--- src/rtl/rfpe_pkg.sv ---
// Shared types and constants of the remote frame pulse encoder.
// No dependencies; every other file of the block imports this package.
package rfpe_pkg;

  // Frame key byte and nibble mask used by the frame builder.
  localparam logic [7:0] KEY_BYTE    = 8'hA7;
  localparam logic [3:0] NIBBLE_MASK = 4'hF;

  // Configuration register reset values.
  localparam logic [11:0] SYMBOL_US_RST         = 12'd640;
  localparam logic [16:0] WAKE_HIGH_US_RST      = 17'd9415;
  localparam logic [16:0] WAKE_LOW_US_RST       = 17'd89565;
  localparam logic [16:0] SOFT_SYNC_US_RST      = 17'd4550;
  localparam logic [16:0] GAP_US_RST            = 17'd30415;
  localparam logic [3:0]  FIRST_SYNC_COUNT_RST  = 4'd2;
  localparam logic [3:0]  REPEAT_SYNC_COUNT_RST = 4'd7;

  // Register indexes (byte address is four times the index).
  localparam int unsigned CFG_AW = 5;
  localparam logic [2:0] REG_SYMBOL_US         = 3'd0;
  localparam logic [2:0] REG_WAKE_HIGH_US      = 3'd1;
  localparam logic [2:0] REG_WAKE_LOW_US       = 3'd2;
  localparam logic [2:0] REG_SOFT_SYNC_US      = 3'd3;
  localparam logic [2:0] REG_GAP_US            = 3'd4;
  localparam logic [2:0] REG_FIRST_SYNC_COUNT  = 3'd5;
  localparam logic [2:0] REG_REPEAT_SYNC_COUNT = 3'd6;

  // Number of data bits in one frame.
  localparam logic [5:0] FRAME_BITS = 6'd56;

  // Commands carried in the input tuser.
  localparam logic CMD_START = 1'b0;
  localparam logic CMD_NEXT  = 1'b1;

  typedef struct packed {
    logic [11:0] symbol_us;
    logic [16:0] wake_high_us;
    logic [16:0] wake_low_us;
    logic [16:0] soft_sync_us;
    logic [16:0] gap_us;
    logic [3:0]  first_sync_count;
    logic [3:0]  repeat_sync_count;
  } cfg_t;

  typedef struct packed {
    logic        command;
    logic [3:0]  button;
    logic [15:0] roll_code;
    logic [23:0] remote;
    logic        first_frame;
  } in_item_t;

  typedef struct packed {
    logic [16:0] duration_us;
    logic        level;
    logic        last_of_frame;
    logic [55:0] frame_bits;
  } pulse_t;

endpackage

--- src/rtl/rfpe_cfg_regs.sv ---
// APB-style configuration registers of the remote frame pulse encoder.
// Depends on rfpe_pkg for the register indexes, reset values and cfg_t.
module rfpe_cfg_regs
  import rfpe_pkg::*;
(
  input  logic              clk,
  input  logic              rst_n,
  input  logic              cfg_psel,
  input  logic              cfg_penable,
  input  logic              cfg_pwrite,
  input  logic [CFG_AW-1:0] cfg_paddr,
  input  logic [31:0]       cfg_pwdata,
  output logic [31:0]       cfg_prdata,
  output logic              cfg_pready,
  output cfg_t              cfg
);

  cfg_t       cfg_r;
  logic       wr_en;
  logic [2:0] reg_idx;

  assign cfg_pready = 1'b1;
  assign wr_en      = cfg_psel & cfg_penable & cfg_pwrite & cfg_pready;
  assign reg_idx    = cfg_paddr[CFG_AW-1:2];
  assign cfg        = cfg_r;

  // Register writes in the access phase; values are cut to register width.
  always_ff @(posedge clk) begin
    if (!rst_n) begin
      cfg_r.symbol_us         <= SYMBOL_US_RST;
      cfg_r.wake_high_us      <= WAKE_HIGH_US_RST;
      cfg_r.wake_low_us       <= WAKE_LOW_US_RST;
      cfg_r.soft_sync_us      <= SOFT_SYNC_US_RST;
      cfg_r.gap_us            <= GAP_US_RST;
      cfg_r.first_sync_count  <= FIRST_SYNC_COUNT_RST;
      cfg_r.repeat_sync_count <= REPEAT_SYNC_COUNT_RST;
    end else if (wr_en) begin
      unique case (reg_idx)
        REG_SYMBOL_US:         cfg_r.symbol_us         <= cfg_pwdata[11:0];
        REG_WAKE_HIGH_US:      cfg_r.wake_high_us      <= cfg_pwdata[16:0];
        REG_WAKE_LOW_US:       cfg_r.wake_low_us       <= cfg_pwdata[16:0];
        REG_SOFT_SYNC_US:      cfg_r.soft_sync_us      <= cfg_pwdata[16:0];
        REG_GAP_US:            cfg_r.gap_us            <= cfg_pwdata[16:0];
        REG_FIRST_SYNC_COUNT:  cfg_r.first_sync_count  <= cfg_pwdata[3:0];
        REG_REPEAT_SYNC_COUNT: cfg_r.repeat_sync_count <= cfg_pwdata[3:0];
        default: begin
        end
      endcase
    end
  end

  // Read-back multiplexer; the unused address reads as zero.
  always_comb begin
    unique case (reg_idx)
      REG_SYMBOL_US:         cfg_prdata = {20'd0, cfg_r.symbol_us};
      REG_WAKE_HIGH_US:      cfg_prdata = {15'd0, cfg_r.wake_high_us};
      REG_WAKE_LOW_US:       cfg_prdata = {15'd0, cfg_r.wake_low_us};
      REG_SOFT_SYNC_US:      cfg_prdata = {15'd0, cfg_r.soft_sync_us};
      REG_GAP_US:            cfg_prdata = {15'd0, cfg_r.gap_us};
      REG_FIRST_SYNC_COUNT:  cfg_prdata = {28'd0, cfg_r.first_sync_count};
      REG_REPEAT_SYNC_COUNT: cfg_prdata = {28'd0, cfg_r.repeat_sync_count};
      default:               cfg_prdata = 32'd0;
    endcase
  end

endmodule

--- src/rtl/rfpe_frame_build.sv ---
// Combinational frame builder: key byte, checksum nibble and running XOR.
// Depends on rfpe_pkg for the key byte and nibble mask.
module rfpe_frame_build
  import rfpe_pkg::*;
(
  input  logic [3:0]  button,
  input  logic [15:0] roll_code,
  input  logic [23:0] remote,
  output logic [55:0] frame
);

  logic [7:0] plain [7];
  logic [7:0] obf   [7];
  logic [7:0] sum;

  always_comb begin
    plain[0] = KEY_BYTE;
    plain[1] = {button, 4'h0};
    plain[2] = roll_code[15:8];
    plain[3] = roll_code[7:0];
    plain[4] = remote[23:16];
    plain[5] = remote[15:8];
    plain[6] = remote[7:0];

    // Checksum is the XOR of all fourteen nibbles of the plain frame.
    sum = 8'd0;
    for (int k = 0; k < 7; k++) begin
      sum = sum ^ plain[k] ^ {4'h0, plain[k][7:4]};
    end
    plain[1] = plain[1] | {4'h0, sum[3:0] & NIBBLE_MASK};

    // Each byte from the second on is XORed with the obfuscated byte before it.
    obf[0] = plain[0];
    for (int k = 1; k < 7; k++) begin
      obf[k] = plain[k] ^ obf[k-1];
    end

    frame = {obf[0], obf[1], obf[2], obf[3], obf[4], obf[5], obf[6]};
  end

endmodule

--- src/rtl/rfpe_pulse_seq.sv ---
// Pulse sequencer: frame and segment state; one pulse per start or in-frame item.
// Depends on rfpe_pkg and instantiates rfpe_frame_build.
module rfpe_pulse_seq
  import rfpe_pkg::*;
(
  input  logic     clk,
  input  logic     rst_n,
  input  logic     item_valid,
  input  in_item_t item,
  input  cfg_t     cfg,
  output logic     res_valid,
  output pulse_t   res
);

  typedef enum logic [7:0] {
    SEG_WAKE_H = 8'b0000_0001,
    SEG_WAKE_L = 8'b0000_0010,
    SEG_SYNC_H = 8'b0000_0100,
    SEG_SYNC_L = 8'b0000_1000,
    SEG_SOFT_H = 8'b0001_0000,
    SEG_SOFT_L = 8'b0010_0000,
    SEG_DATA   = 8'b0100_0000,
    SEG_GAP    = 8'b1000_0000
  } seg_t;

  function automatic seg_t after_wake(input logic [3:0] syncs);
    return (syncs != 4'd0) ? SEG_SYNC_H : SEG_SOFT_H;
  endfunction

  logic [55:0] frame_store_r, frame_store_nxt;
  seg_t        seg_r, seg_nxt;
  logic [3:0]  syncs_left_r, syncs_left_nxt;
  logic [5:0]  bit_position_r, bit_position_nxt;
  logic        second_half_r, second_half_nxt;
  logic        busy_r, busy_nxt;

  logic [55:0] new_frame;
  logic        start;
  logic [55:0] fs_eff;
  seg_t        seg_eff;
  logic [3:0]  syncs_eff;
  logic [5:0]  pos_eff;
  logic        half_eff;
  logic [5:0]  pos;
  logic [5:0]  pos_inc;
  logic        data_bit;
  logic [16:0] sym_dur;
  logic [16:0] sync_dur;

  rfpe_frame_build u_frame_build (
    .button    (item.button),
    .roll_code (item.roll_code),
    .remote    (item.remote),
    .frame     (new_frame)
  );

  assign start     = (item.command == CMD_START);
  assign res_valid = item_valid & (start | busy_r);
  assign sym_dur   = {5'd0, cfg.symbol_us};
  assign sync_dur  = {3'd0, cfg.symbol_us, 2'b00};

  // A start loads fresh frame state before the pulse is worked out.
  always_comb begin
    if (start) begin
      fs_eff    = new_frame;
      syncs_eff = item.first_frame ? cfg.first_sync_count : cfg.repeat_sync_count;
      pos_eff   = 6'd0;
      half_eff  = 1'b0;
      seg_eff   = item.first_frame ? SEG_WAKE_H : after_wake(syncs_eff);
    end else begin
      fs_eff    = frame_store_r;
      syncs_eff = syncs_left_r;
      pos_eff   = bit_position_r;
      half_eff  = second_half_r;
      seg_eff   = seg_r;
    end
  end

  // Data bit select, most significant bit first.
  assign pos      = (pos_eff < FRAME_BITS) ? pos_eff : (FRAME_BITS - 6'd1);
  assign pos_inc  = pos + 6'd1;
  assign data_bit = fs_eff[(FRAME_BITS - 6'd1) - pos];

  // Pulse of the current segment and the step to the next one.
  always_comb begin
    frame_store_nxt     = fs_eff;
    syncs_left_nxt      = syncs_eff;
    bit_position_nxt    = pos_eff;
    second_half_nxt     = half_eff;
    seg_nxt             = seg_eff;
    busy_nxt            = 1'b1;
    res.duration_us     = 17'd0;
    res.level           = 1'b0;
    res.last_of_frame   = 1'b0;
    res.frame_bits      = fs_eff;
    unique case (seg_eff)
      SEG_WAKE_H: begin
        res.duration_us = cfg.wake_high_us;
        res.level       = 1'b1;
        seg_nxt         = SEG_WAKE_L;
      end
      SEG_WAKE_L: begin
        res.duration_us = cfg.wake_low_us;
        seg_nxt         = after_wake(syncs_eff);
      end
      SEG_SYNC_H: begin
        res.duration_us = sync_dur;
        res.level       = 1'b1;
        seg_nxt         = SEG_SYNC_L;
      end
      SEG_SYNC_L: begin
        res.duration_us = sync_dur;
        syncs_left_nxt  = syncs_eff - 4'd1;
        seg_nxt         = after_wake(syncs_left_nxt);
      end
      SEG_SOFT_H: begin
        res.duration_us = cfg.soft_sync_us;
        res.level       = 1'b1;
        seg_nxt         = SEG_SOFT_L;
      end
      SEG_SOFT_L: begin
        res.duration_us  = sym_dur;
        seg_nxt          = SEG_DATA;
        bit_position_nxt = 6'd0;
        second_half_nxt  = 1'b0;
      end
      SEG_DATA: begin
        // A one is sent low then high, a zero high then low.
        res.duration_us = sym_dur;
        res.level       = half_eff ? data_bit : ~data_bit;
        if (half_eff) begin
          bit_position_nxt = pos_inc;
          if (pos_inc >= FRAME_BITS) begin
            seg_nxt = SEG_GAP;
          end
        end
        second_half_nxt = ~half_eff;
      end
      SEG_GAP: begin
        res.duration_us   = cfg.gap_us;
        res.last_of_frame = 1'b1;
        busy_nxt          = 1'b0;
        seg_nxt           = SEG_WAKE_H;
      end
      default: begin
      end
    endcase
  end

  // State advances only on items that produce a pulse.
  always_ff @(posedge clk) begin
    if (!rst_n) begin
      frame_store_r  <= 56'd0;
      seg_r          <= SEG_WAKE_H;
      syncs_left_r   <= 4'd0;
      bit_position_r <= 6'd0;
      second_half_r  <= 1'b0;
      busy_r         <= 1'b0;
    end else if (res_valid) begin
      frame_store_r  <= frame_store_nxt;
      seg_r          <= seg_nxt;
      syncs_left_r   <= syncs_left_nxt;
      bit_position_r <= bit_position_nxt;
      second_half_r  <= second_half_nxt;
      busy_r         <= busy_nxt;
    end
  end

  a_last_low: assert property (@(posedge clk) disable iff (!rst_n)
    res_valid && res.last_of_frame |-> !res.level)
    else $error("closing gap pulse is not low");

  a_gap_ends_busy: assert property (@(posedge clk) disable iff (!rst_n)
    res_valid && res.last_of_frame |=> !busy_r)
    else $error("sequencer still busy after the closing gap");

  a_pos_range: assert property (@(posedge clk) disable iff (!rst_n)
    bit_position_r <= FRAME_BITS)
    else $error("bit position beyond the frame");

  a_half_in_data: assert property (@(posedge clk) disable iff (!rst_n)
    second_half_r |-> seg_r == SEG_DATA)
    else $error("second half flag set outside the data segment");

endmodule

--- src/rtl/rts_remote_frame_pulse_encoder_unit.sv ---
// Top level of the remote frame pulse encoder: input register, sequencer, result register.
// Depends on rfpe_pkg and instantiates rfpe_cfg_regs and rfpe_pulse_seq.

// A start beat builds the 56-bit obfuscated frame and returns its first pulse; each
// following next beat returns the next pulse of the train (wake-up on a first frame only,
// hardware sync pairs, software sync, 56 Manchester bits, closing gap with tlast set), and
// a next beat while no frame is running returns nothing. The block takes one beat per clock
// cycle while the output side does not stall; each pulse passes from the input register
// through the sequencer logic into the result register, which holds a pulse while the
// output side stalls. Registers should be written only while no frame is in flight.
module rts_remote_frame_pulse_encoder_unit
  import rfpe_pkg::*;
(
  input  logic              clk,
  input  logic              rst_n,
  // in_tdata: button[3:0], roll_code[19:4], remote[43:20], first_frame[44], zero[47:45]
  input  logic              in_tvalid,
  output logic              in_tready,
  input  logic [47:0]       in_tdata,
  // in_tuser: command[0]
  input  logic              in_tuser,
  // out_tdata: duration_us[16:0], level[17], frame_bits[73:18], zero[79:74]
  output logic              out_tvalid,
  input  logic              out_tready,
  output logic [79:0]       out_tdata,
  // out_tlast: last_of_frame
  output logic              out_tlast,
  input  logic              cfg_psel,
  input  logic              cfg_penable,
  input  logic              cfg_pwrite,
  input  logic [CFG_AW-1:0] cfg_paddr,
  input  logic [31:0]       cfg_pwdata,
  output logic [31:0]       cfg_prdata,
  output logic              cfg_pready
);

  cfg_t     cfg;
  in_item_t s1_item_r;
  logic     s1_valid_r, s1_valid_nxt;
  logic     out_valid_r, out_valid_nxt;
  pulse_t   out_pulse_r;
  logic     out_free;
  logic     advance;
  logic     in_fire;
  logic     seq_valid;
  pulse_t   seq_pulse;

  rfpe_cfg_regs u_cfg_regs (
    .clk         (clk),
    .rst_n       (rst_n),
    .cfg_psel    (cfg_psel),
    .cfg_penable (cfg_penable),
    .cfg_pwrite  (cfg_pwrite),
    .cfg_paddr   (cfg_paddr),
    .cfg_pwdata  (cfg_pwdata),
    .cfg_prdata  (cfg_prdata),
    .cfg_pready  (cfg_pready),
    .cfg         (cfg)
  );

  rfpe_pulse_seq u_pulse_seq (
    .clk        (clk),
    .rst_n      (rst_n),
    .item_valid (advance),
    .item       (s1_item_r),
    .cfg        (cfg),
    .res_valid  (seq_valid),
    .res        (seq_pulse)
  );

  // Flow control: the input stage moves on whenever the result register can take a pulse.
  assign out_free  = ~out_valid_r | out_tready;
  assign advance   = s1_valid_r & out_free;
  assign in_tready = ~s1_valid_r | out_free;
  assign in_fire   = in_tvalid & in_tready;

  assign s1_valid_nxt  = in_fire | (s1_valid_r & ~advance);
  assign out_valid_nxt = out_free ? (advance & seq_valid) : out_valid_r;

  // Input register.
  always_ff @(posedge clk) begin
    if (!rst_n) begin
      s1_valid_r <= 1'b0;
    end else begin
      s1_valid_r <= s1_valid_nxt;
    end
  end

  always_ff @(posedge clk) begin
    if (in_fire) begin
      s1_item_r.command     <= in_tuser;
      s1_item_r.button      <= in_tdata[3:0];
      s1_item_r.roll_code   <= in_tdata[19:4];
      s1_item_r.remote      <= in_tdata[43:20];
      s1_item_r.first_frame <= in_tdata[44];
    end
  end

  // Result register.
  always_ff @(posedge clk) begin
    if (!rst_n) begin
      out_valid_r <= 1'b0;
    end else begin
      out_valid_r <= out_valid_nxt;
    end
  end

  always_ff @(posedge clk) begin
    if (out_free && advance && seq_valid) begin
      out_pulse_r <= seq_pulse;
    end
  end

  assign out_tvalid = out_valid_r;
  assign out_tlast  = out_pulse_r.last_of_frame;
  assign out_tdata  = {6'd0, out_pulse_r.frame_bits, out_pulse_r.level,
                       out_pulse_r.duration_us};

endmodule
--- config.mk ---
export PLATFORM = sky130hd
export DESIGN_NAME = rts_remote_frame_pulse_encoder_unit
export DESIGN_NICKNAME = d
export VERILOG_FILES = /design/src/rtl/rfpe_pkg.sv /design/src/rtl/rfpe_cfg_regs.sv /design/src/rtl/rfpe_frame_build.sv /design/src/rtl/rfpe_pulse_seq.sv /design/src/rtl/rts_remote_frame_pulse_encoder_unit.sv
export SDC_FILE = /design/constraint.sdc
export NUM_CORES = 1
export LEC_CHECK = 0
export BUFFER_PORTS_ARGS = -buffer_cell sky130_fd_sc_hd__buf_4
export CORE_ASPECT_RATIO = 2
export CORE_UTILIZATION = 50
export CTS_CLUSTER_SIZE = 28
export DETAILED_ROUTE_END_ITERATION = 12
export GPL_ROUTABILITY_DRIVEN = 0
export PLACE_DENSITY = 0.83
export REMOVE_ABC_BUFFERS = 1
export SETUP_SLACK_MARGIN = 0.1
export SYNTH_ARGS = -nofsm -noshare
export SYNTH_HDL_FRONTEND = slang
export SYNTH_SLANG_ARGS = --single-unit
--- constraint.sdc ---
create_clock -name clk -period 7.4 [get_ports clk]
set_input_delay 0.74 -clock clk [delete_from_list [all_inputs] [get_ports clk]]
set_output_delay 0.74 -clock clk [all_outputs]
set_load 0.02 [all_outputs]
# Yosys cells after proc, flatten, opt, wreduce, memory -nomap -nowiden
# Cells that the tools add are included.
totals:
  in_bits: 93
  out_inout_bits: 116
  regBits: 287
op_classes:
  reduce_logical: 16
  order_cmp: 3
  bitwise: 36
  n_mux: 26
  eq_ne: 14
  addsub: 3
op_table:
  columns: ["operator", "n"]
  rows:
  - ["$pmux W17 S7", 1]
  - ["$pmux W17 S6", 1]
  - ["$pmux W8 S8", 1]
  - ["$mux W56", 1]
  - ["$xor A4 B4 Y4", 11]
  - ["$xor A8 B8 Y8", 5]
  - ["$mux W8", 4]
  - ["$mux W6", 3]
  - ["$mux W5", 3]
  - ["$reduce_and A2 Y1", 7]
  - ["$mux W4", 3]
  - ["$pmux W6 S2", 1]
  - ["$reduce_bool A4 Y1", 3]
  - ["$eq A3 B3 Y1 const B", 3]
  - ["$eq A8 B1 Y1 const B", 1]
  - ["$eq A8 B2 Y1 const B", 1]
  - ["$eq A8 B3 Y1 const B", 1]
  - ["$eq A8 B4 Y1 const B", 1]
  - ["$eq A8 B5 Y1 const B", 1]
  - ["$eq A8 B6 Y1 const B", 1]
  - ["$eq A8 B7 Y1 const B", 1]
  - ["$eq A8 B8 Y1 const B", 1]
  - ["$or A8 B4 Y8", 1]
  - ["$and A1 B1 Y1", 7]
  - ["19 further kinds", 35]

# Depth between registers and ports, before layout
# Gate-level depths: netlist of run 1.
logic_depth:
  ltp_word: 25
  depth_mapped: 12

# Hierarchy
# Synthesis of run 1 repeated with hierarchy kept, for this count alone.
unflattened:
  hier_cells: 1329
  area_unflattened_um2: 14373.8
modules_own_cells:
  columns: ["module", "cells_each", "seq_area_each_um2", "n_inst", "area_each_um2"]
  rows:
  - ["rfpe_pulse_seq", 649, 1521.5, 1, 5356.4]
  - ["rfpe_cfg_regs", 453, 1761.7, 1, 4167.7]
  - ["rts_remote_frame_pulse_encoder_unit", 141, 3673.5, 1, 3794.9]
  - ["rfpe_frame_build", 86, 0.0, 1, 1054.8]

# Worst setup path before layout of run 1
# Ideal clock, no wire load.
synth_path:
  path_kind: "input-to-reg"
  from: "input port out_tready"
  to: "register out_pulse_r, in the netlist out_tdata[0] (enable)"
  path_buffers: 2
  cell_stages: 5
  slack_ns: 3.032
  setup_ns: 0.468
  arrival_ns: 3.900
  cell_sequence: "nand2b_1 -> nand3_1 -> inv_2 -> buf_1 -> clkbuf_1"
synth_between:
  elab_chain_cells: 4
synth_rtl:
  columns: ["element", "line", "text"]
  rows:
  - ["from (decl)", "rts_remote_frame_pulse_encoder_unit.sv:24", "input logic out_tready,"]
  - ["$or A1 B1 Y1 *", "rts_remote_frame_pulse_encoder_unit.sv:72", "assign out_free = ~out_valid_r | out_tready;"]
  - ["$and A1 B1 Y1", "rts_remote_frame_pulse_encoder_unit.sv:73", "assign advance = s1_valid_r & out_free;"]
  - ["$and A1 B1 Y1 / $logic_and A1 B1 Y1 (equally long branches)", "rfpe_pulse_seq.sv:58, rts_remote_frame_pulse_encoder_unit.sv:109", null]
  - ["$logic_and A1 B1 Y1 *", "rts_remote_frame_pulse_encoder_unit.sv:109", "if (out_free && advance && seq_valid) begin"]
  - ["to (signal assigned)", "rts_remote_frame_pulse_encoder_unit.sv:110", "out_pulse_r <= seq_pulse;"]
  - ["to (decl)", "rts_remote_frame_pulse_encoder_unit.sv:41", "pulse_t out_pulse_r;"]
# Mark *: on every way between the ends. The rest lies on a longest branch, timed or not.
# A chain may end at the register's enable or synchronous reset.

# Worst setup path after layout of run 1
layout_path:
  from: "register s1_item_r[45] (netlist name)"
  to: "register u_pulse_seq.seg_r[0]"
layout_between:
  elab_chain_cells: 8
layout_rtl:
  columns: ["element", "line", "text"]
  rows:
  - ["from (decl)", "rts_remote_frame_pulse_encoder_unit.sv:38", "in_item_t s1_item_r;"]
  - ["$mux W6", "rfpe_pulse_seq.sv:64", "if (start) begin"]
  - ["$lt A6 B6 Y1", "rfpe_pulse_seq.sv:80", "assign pos = (pos_eff < FRAME_BITS) ? pos_eff : (FRAME_BITS - 6'd1);"]
  - ["$mux W6", "rfpe_pulse_seq.sv:80", null]
  - ["$add A6 B1 Y6", "rfpe_pulse_seq.sv:81", "assign pos_inc = pos + 6'd1;"]
  - ["$ge A6 B6 Y1", "rfpe_pulse_seq.sv:133", "if (pos_inc >= FRAME_BITS) begin"]
  - ["$mux W8", "rfpe_pulse_seq.sv:133", null]
  - ["$mux W8", "rfpe_pulse_seq.sv:131", "if (half_eff) begin"]
  - ["$pmux W8 S8", "rfpe_pulse_seq.sv:96", "unique case (seg_eff)"]
  - ["to (signal assigned)", "rfpe_pulse_seq.sv:161", "seg_r <= seg_nxt;"]
  - ["to (decl)", "rfpe_pulse_seq.sv:31", "seg_t seg_r, seg_nxt;"]
# Several ways; a longest one is shown, not always the timed one.

==> results of run 1 <==
[stage by stage]
step	worst slack (ps)	cells	cell area [um^2]	power, mW	hold slack, ps
floorplan	2440	1263	13100	2.10	432
global placement	3950	1785	14900	2.28	438
detailed placement	3930	1785	14900	2.29	446
CTS	3890	1833	15800	3.70	350
global route	3540	1833	15800	3.80	350
finish	3850	1833	15800	3.68	365
[Yosys cell counts (6+ instances only)]
cell type | number | share of area [%]
or2_2 | 7 | 0.32
and2_1 | 16 | 0.74
a222oi_1 | 21 | 1.6
and3_1 | 8 | 0.37
a211oi_1 | 7 | 0.39
o21a_1 | 6 | 0.33
nor2_1 | 55 | 1.5
xor2_1 | 10 | 0.65
nor3b_1 | 6 | 0.33
buf_1 | 11 | 0.31
buf_4 | 23 | 1.3
nand2_1 | 301 | 8.4
mux4_2 | 12 | 2.0
clkbuf_1 | 63 | 1.7
inv_1 | 27 | 0.75
a21oi_1 | 21 | 0.78
nor2b_1 | 25 | 1.2
a22oi_1 | 17 | 0.94
nand3_1 | 52 | 1.9
mux2_2 | 29 | 2.4
mux2i_1 | 28 | 2.1
edfxtp_1 | 121 | 27
nand4_1 | 6 | 0.28
or3_1 | 6 | 0.28
xnor2_1 | 30 | 1.9
dfxtp_1 | 166 | 25
o22ai_1 | 6 | 0.28
buf_2 | 14 | 0.52
o21ai_0 | 67 | 2.5
a21o_1 | 7 | 0.39
a21boi_0 | 69 | 3.8
nand2b_1 | 16 | 0.74
nor3_1 | 8 | 0.30
[layout by cell type (no fill, tap or decap), drive strengths merged, types with 7 or more instances in the layout]
cell,synthesis,routed
nand2,303,303
buf,48,178
dfxtp,166,166
edfxtp,121,121
a21boi,69,69
o21ai,68,68
nor2,55,55
nand3,52,52
clkbuf,63,37
xnor2,34,34
mux2,30,30
inv,28,29
mux2i,28,28
nor2b,25,25
conb,2,22
a222oi,21,21
a21oi,21,21
a22oi,17,17
and2,17,17
nand2b,16,16
xor2,15,15
mux4,12,12
and3,8,8
nor3,8,8
clkinv,0,8
a21o,7,7
a211oi,7,7
or2,7,7
nor3b,7,7
[per-layer routing]
metal	wire length, um	share of wire (%)	up-vias	global-route usage (%)
met1	11900	33	5070	25.5
met5	0	0	-	0
met3	2370	6.5	140	3.34
met4	2350	6.5	0	18.5
li1	-	-	4953	-
met2	19600	54	549	49.1
[final cells by class]
type	instances	area share, %
Inverter	28	0.682
Sequential cell	287	44.1
Tap cell	344	2.73
Timing Repair Buffer	178	8.47
Clock buffer	37	5.04
Clock inverter	11	0.682
Multi-Input combinational cell	948	38.3
[registers in the layout, summed over array words and instances (netlist names)]
signal                      cells
u_pulse_seq.frame_store_r      56
u_pulse_seq.syncs_left_r        4
u_pulse_seq.seg_r               8
u_pulse_seq.busy_r              1
s1_item_r                      46
out_tdata                      74
u_pulse_seq.bit_position_r      6
out_tlast                       1
s1_valid_r                      1
out_tvalid                      1
u_cfg_regs.cfg                 88
u_pulse_seq.second_half_r       1
[critical path, cell delays in order, from the launching register on]
cell	delay (ps)
edfxtp_1	320
buf_4	380
or4b_4	560
nor4_1	780
a21o_1	550
nor3_1	130
nand2_1	120
o21ai_1	160
a211oi_1	270
o21ai_0	110
[report_power, final]
group          internal, mW  switching (mW)  leakage (nW)
combinational         0.209           0.289          3.21
sequential             1.73          0.0388          2.49
clock                 0.820           0.602         0.446
total                  2.75           0.930          6.14
[logic make-up (layout without fill, tap and decap cells)]
group / after synthesis / count (layout) / share of synthesized area [%]
buf+inv: 139 / 254 / 4.63
flops: 287 / 287 / 51.5
simple gates: 531 / 531 / 18.0
mux: 70 / 70 / 6.60
compound gates: 263 / 263 / 13.6
other cells: 2 / 22 / 0.0556
fa+ha+maj: 5 / 5 / 0.463
xor+xnor: 57 / 57 / 5.16
[path summary, 6_finish.rpt]
check | from | endpoint | slack [ps]
worst max register to register | s1_item_r[45]$_DFFE_PP_ | u_pulse_seq.seg_r[0]$_SDFFE_PN1P_ | 3850
worst min register to register | u_pulse_seq.frame_store_r[48]$_SDFFE_PN0P_ | u_pulse_seq.frame_store_r[48]$_SDFFE_PN0P_ | 460
worst min-delay path | in_tdata[22] | s1_item_r[3]$_DFFE_PP_ | 370
worst max-delay path | s1_item_r[45]$_DFFE_PP_ | u_pulse_seq.seg_r[0]$_SDFFE_PN1P_ | 3850
==> key figures, run 1 <==
Route
  – Vias: ~11000
  – # DRC: 0
  – Drt wl/cell: 19.8 um
  – TritonRoute pass-1 iters: 5
  – Routed vias/inst: ~5.8
  – Initial DRC Count: 888
  – Final ANT Viol Nets: 0
  – Routed WL: around 36000 um

Logic synthesis
  – Syn Area/Cell: 9.98 um^2
  – Asr flop ratio synth: 0%
  – EDFF count, synth: around 120
  – Cell variety after synth: around 80
  – Synth warnings: 0
  – Synthesized flop and latch total: approximately 290
  – Mapped Cells: 1354
  – Sequential area share after synthesis: 51.5%
  – Primary FF master, synth: dfxtp_1
  – Post-Syn Area: between 0.01 and 0.015 mm^2

Timing
  – Unrepaired setup endpoints after global routing: no
  – Endpoints failing setup: 0
  – Worst slew pin tran: around 1300 ps
  – Min Tclk post-route: about 3500 ps
  – Worst clock skew: ~14 ps
  – Tcrit/Tclk final: 47.9%
  – FMAX: 282 MHz
  – Slew headroom: around 15%
  – Final Slew Violations: 0
  – Setup TNS: 0 ps
  – Final Hold Fails: 0

Clock tree
  – CTS resizes: 0
  – Hold Buf Count CTS: 0
  – CTS buffer count: 26
  – CTS tree: done
  – Clk sinks: between 200 and 300
  – Clock latency on the worst-skew pair: between 500 and 600 ps
  – CTS root buf: clkbuf_16
  – Post-CTS Setup Inserts: 0
  – Maximum buffer depth of the clock tree: 3
  – Reg clk slew, reported paths: 70 ps
  – CTS H-tree lvls: 1

Worst setup path
  – Setup CP Type: flop to flop
  – Crit path arrival time: a little under 4000 ps
  – CP Launch Type: flop
  – Reg2Reg Depth: 9
  – Worst path required time: 7790 ps
  – Critical Path Sink Type: flop
  – Max FO, Critical Path: 45

Die
  – Total core area: approximately 0.026 mm^2
  – FP Rows: 84
  – Die width: roughly 120 um
  – Die height: roughly 230 um
  – Num ports: 209
  – Die area: 0.0277 mm^2
  – Starting density of the core: approximately 51%

Cells and area
  – N_diodes: 0
  – Fill cells: 2163
  – Net count, final: 1567
  – Layout cells sized above 1: 20.2%
  – Final cell utilization of the core: about three fifths
  – Register area: between 0.006 and 0.007 mm^2
  – Area of the multi-input gates: around 0.0060 mm^2
  – Syn-to-layout area delta: 16.8%

Min path
  – Worst hold path type: input port to flop
  – Hold depth: 1

GRT
  – Vias in the first global route: about 11000
  – Total track usage: between 20% and 30%
  – Largest net degree at the start of global routing: between 80 and 90
  – Antenna violations before repair: 0
  – Gr ovfl total: 0
  – First-pass GRT wire length: about 56000 um

Placement
  – Post-DP HPWL: ~24000 um
  – # port buffers: between 150 and 200

Pwr
  – Pwr/cell area: between 200 and 250 mW/mm^2
  – Peak VDD IR: roughly 0.00021 V
  – Leakage: just over 6 nW

Run
  – Max-Cap Viols: 0

Status
  – Status: finished, final reports clean
Note: power is estimated with default switching activity, not from simulation.
==> run 2: changes to the inputs <==
==> constraint.sdc (replaced) <==
create_clock -name clk -period 3.5 [get_ports clk]
set_input_delay 0.35 -clock clk [delete_from_list [all_inputs] [get_ports clk]]
set_output_delay 0.35 -clock clk [all_outputs]
set_load 0.02 [all_outputs]
==> run 2 against run 1 <==
Sequential cell count stayed put; sequential power is 110% higher; die area unchanged; largest power group unchanged; highest routed layer unchanged.
==> key figures, run 2 (synthesis results as in run 1) <==
Status
  – Status: finished, final reports clean (unchanged)

GRT
  – Largest net degree at the start of global routing: 88 (was 87)
  – Gr ovfl total: 0 (unchanged)
  – Antenna violations before repair: 0 (unchanged)
  – Total track usage: 26.7% (was 25.8%)
  – First-pass GRT wire length: 57400 um (was 55700 um)
  – Vias in the first global route: 10939 (was 10663)

Timing
  – Endpoints failing setup: 0 (unchanged)
  – Worst Hold Margin: 52.9 ps (was 365 ps)
  – Unrepaired setup endpoints after global routing: no (unchanged)
  – Tcrit/Tclk final: 80.5% (was 47.9%)
  – FMAX: 355 MHz (was 282 MHz)
  – Worst clock skew: 11.1 ps (was 14.3 ps)
  – Final WS setup: 681 ps (was 3850 ps)
  – Worst slew pin tran: 1060 ps (was 1270 ps)
  – Slew headroom: 29.4% (was 14.9%)
  – Final Hold Fails: 0 (unchanged)
  – Final Slew Violations: 0 (unchanged)
  – Setup TNS: 0 ps (unchanged)
  – Min Tclk post-route: 2820 ps (was 3550 ps)

Worst setup path
  – Worst path required time: 3930 ps (was 7790 ps)
  – Crit path largest cell delay: 690 ps (was 780 ps)
  – Max FO, Critical Path: 16 (was 45)
  – Critical Path Sink Type: flop (unchanged)
  – Setup CP Type: flop to flop (unchanged)
  – Critical Path Stages: 8 (was 9)
  – Top cell by count, worst path: nand2_2
  – Reg2Reg Depth: 8 (was 9)
  – Crit path arrival time: 3240 ps (was 3930 ps)
  – Crit-path leading delay family: simple AND/OR/NAND/NOR gates (unchanged)
  – CP Launch Type: flop (unchanged)
  – Slowest CP cell: edfxtp_1 (was nor4_1)
  – Crit path cell chain: or4b_4 -> or4_4 -> or3b_1 -> and2_4 -> nand2_2 -> nand2_2 -> a22oi_1 -> nor2b_1 (was buf_4 -> or4b_4 -> nor4_1 -> a21o_1 -> nor3_1 -> nand2_1 -> o21ai_1 -> a211oi_1 -> o21ai_0)
  – Worst Path Buf+Inv: 0 (was 1)

Route
  – Initial DRC Count: 818 (was 888)
  – TritonRoute pass-1 iters: 7 (was 5)
  – Drt wl/cell: 19.4 um (was 19.8 um)
  – # DRC: 0 (unchanged)
  – Vias: 10933 (was 10712)
  – Final ANT Viol Nets: 0 (unchanged)
  – Routed vias/inst: 5.77 (was 5.84)
  – Routed WL: 36900 um (was 36200 um)

Clock tree
  – CTS buffer count: 26 (unchanged)
  – Clk sinks: 287 (unchanged)
  – CTS resizes: 0 (unchanged)
  – Maximum buffer depth of the clock tree: 3 (unchanged)
  – CTS tree: done (unchanged)
  – Clock latency on the worst-skew pair: 550 ps (about the same)
  – CTS root buf: clkbuf_16 (unchanged)
  – Reg clk slew, reported paths: 70 ps (about the same)
  – Post-CTS Setup Inserts: 0 (unchanged)
  – CTS H-tree lvls: 1 (unchanged)

Pwr
  – Reg power frac: 47.9% (about the same)
  – Psw: 1.94 mW (was 930 uW)
  – Clock share of power: 38.0% (was 38.6%)
  – Leakage: 6.44 nW (was 6.14 nW)
  – Switching portion of total power: 24.8% (was 25.3%)
  – Internal: 5.86 mW (was 2.75 mW)
  – Pwr/cell area: 475 mW/mm^2 (was 233 mW/mm^2)
  – Combinational Power Share: 14.1% (was 13.5%)
  – Total power: 7.80 mW (was 3.68 mW)
  – Peak VDD IR: 0.000377 V (was 0.000212 V)

Cells and area
  – N_diodes: 0 (unchanged)
  – Largest register FFs: 88 (unchanged)
  – Syn-to-layout area delta: 21.4% (was 16.8%)
  – Fill cells: 2102 (was 2163)
  – Final Non-Filler Cells: 1896 (was 1833)
  – Most frequent cells in the layout: nand2_1 (301), buf_4 (192), dfxtp_1 (166) (was nand2_1 (301), buf_4 (178), dfxtp_1 (166))
  – Layout cells sized above 1: 20.7% (was 20.2%)
  – Net count, final: 1630 (was 1567)
  – Commonest non-fill, non-tap cell in the layout: nand2_1 (unchanged)
  – Final cell utilization of the core: 62.2% (was 59.8%)
  – Cell area after layout: 0.0164 mm^2 (was 0.0158 mm^2)

Min path
  – Worst hold path type: input port to flop (unchanged)
  – Hold depth: 3 (was 1)

Die
  – Num ports: 209 (unchanged)
  – FP Rows: 84 (unchanged)
  – Die height: 235 um (unchanged)
  – Die area: 0.0277 mm^2 (unchanged)
  – Total core area: 0.0264 mm^2 (unchanged)
  – Starting density of the core: 51.2% (unchanged)
  – Die width: 118 um (unchanged)

Placement
  – Post-DP HPWL: 25000 um (was 24300 um)
  – Placement Setup Slack: 713 ps (was 3930 ps)
  – Placed Instances: 1802 (was 1785)
  – DP Area: 0.0150 mm^2 (was 0.0149 mm^2)
  – # port buffers: 166 (unchanged)

Run
  – Max-Cap Viols: 0 (unchanged)
-- run 2: layout make-up --
| class | count | area (um^2) | share of cell area [%] |
|---|---|---|---|
| Sequential cell | 287 | 6960 | 42.4 |
| Multi-Input combinational cell | 948 | 6040 | 36.8 |
| Timing Repair Buffer | 241 | 1960 | 12.0 |
| Clock buffer | 42 | 845 | 5.15 |
| Tap cell | 344 | 430 | 2.62 |
| Inverter | 28 | 108 | 0.656 |
| Clock inverter | 6 | 58.8 | 0.359 |
-- run 2: power by group through the flow --
stage	Sequential [mW]	Clock, mW	Combinational [mW]
global route	3.74	3.12	1.18
finish	3.73	2.97	1.10
detailed placement	3.80	0	1.04
floorplan	3.84	0	0.592
CTS	3.73	3.01	1.09
global placement	3.80	0	1.03
-- run 2: layer usage --
metal,share of wire (%),vias to the layer above,GRT usage [%]
met5,0,-,0
met4,7.0,0,20.4
met3,6.0,171,3.03
met2,54,542,50.6
met1,33,5134,26.3
li1,-,5086,-
-- run 2: worst min-delay path, delay by kind of cell --
kind                   cells  cell delay (ps)
buffers and inverters      1              100
AND/OR/NAND/NOR            2              120
-- run 2: final timing paths --
kind / startpoint / endpoint / slack, ps
worst max-delay path: s1_item_r[45]$_DFFE_PP_ / u_pulse_seq.bit_position_r[4]$_SDFFE_PN0P_ / 680
worst min-delay path: cfg_pwdata[13] / u_cfg_regs.cfg[21]$_SDFFE_PN1P_ / 50
worst max register to register: s1_item_r[45]$_DFFE_PP_ / u_pulse_seq.bit_position_r[4]$_SDFFE_PN0P_ / 680
worst min register to register: u_pulse_seq.frame_store_r[2]$_SDFFE_PN0P_ / u_pulse_seq.frame_store_r[2]$_SDFFE_PN0P_ / 470
-- run 2: what timing repair did --
| item | in CTS | in global routing |
|---|---|---|
| hold endpoints to repair | 46 | 0 |
| hold buffers | 46 | 0 |
| setup endpoints to repair | 0 | 0 |
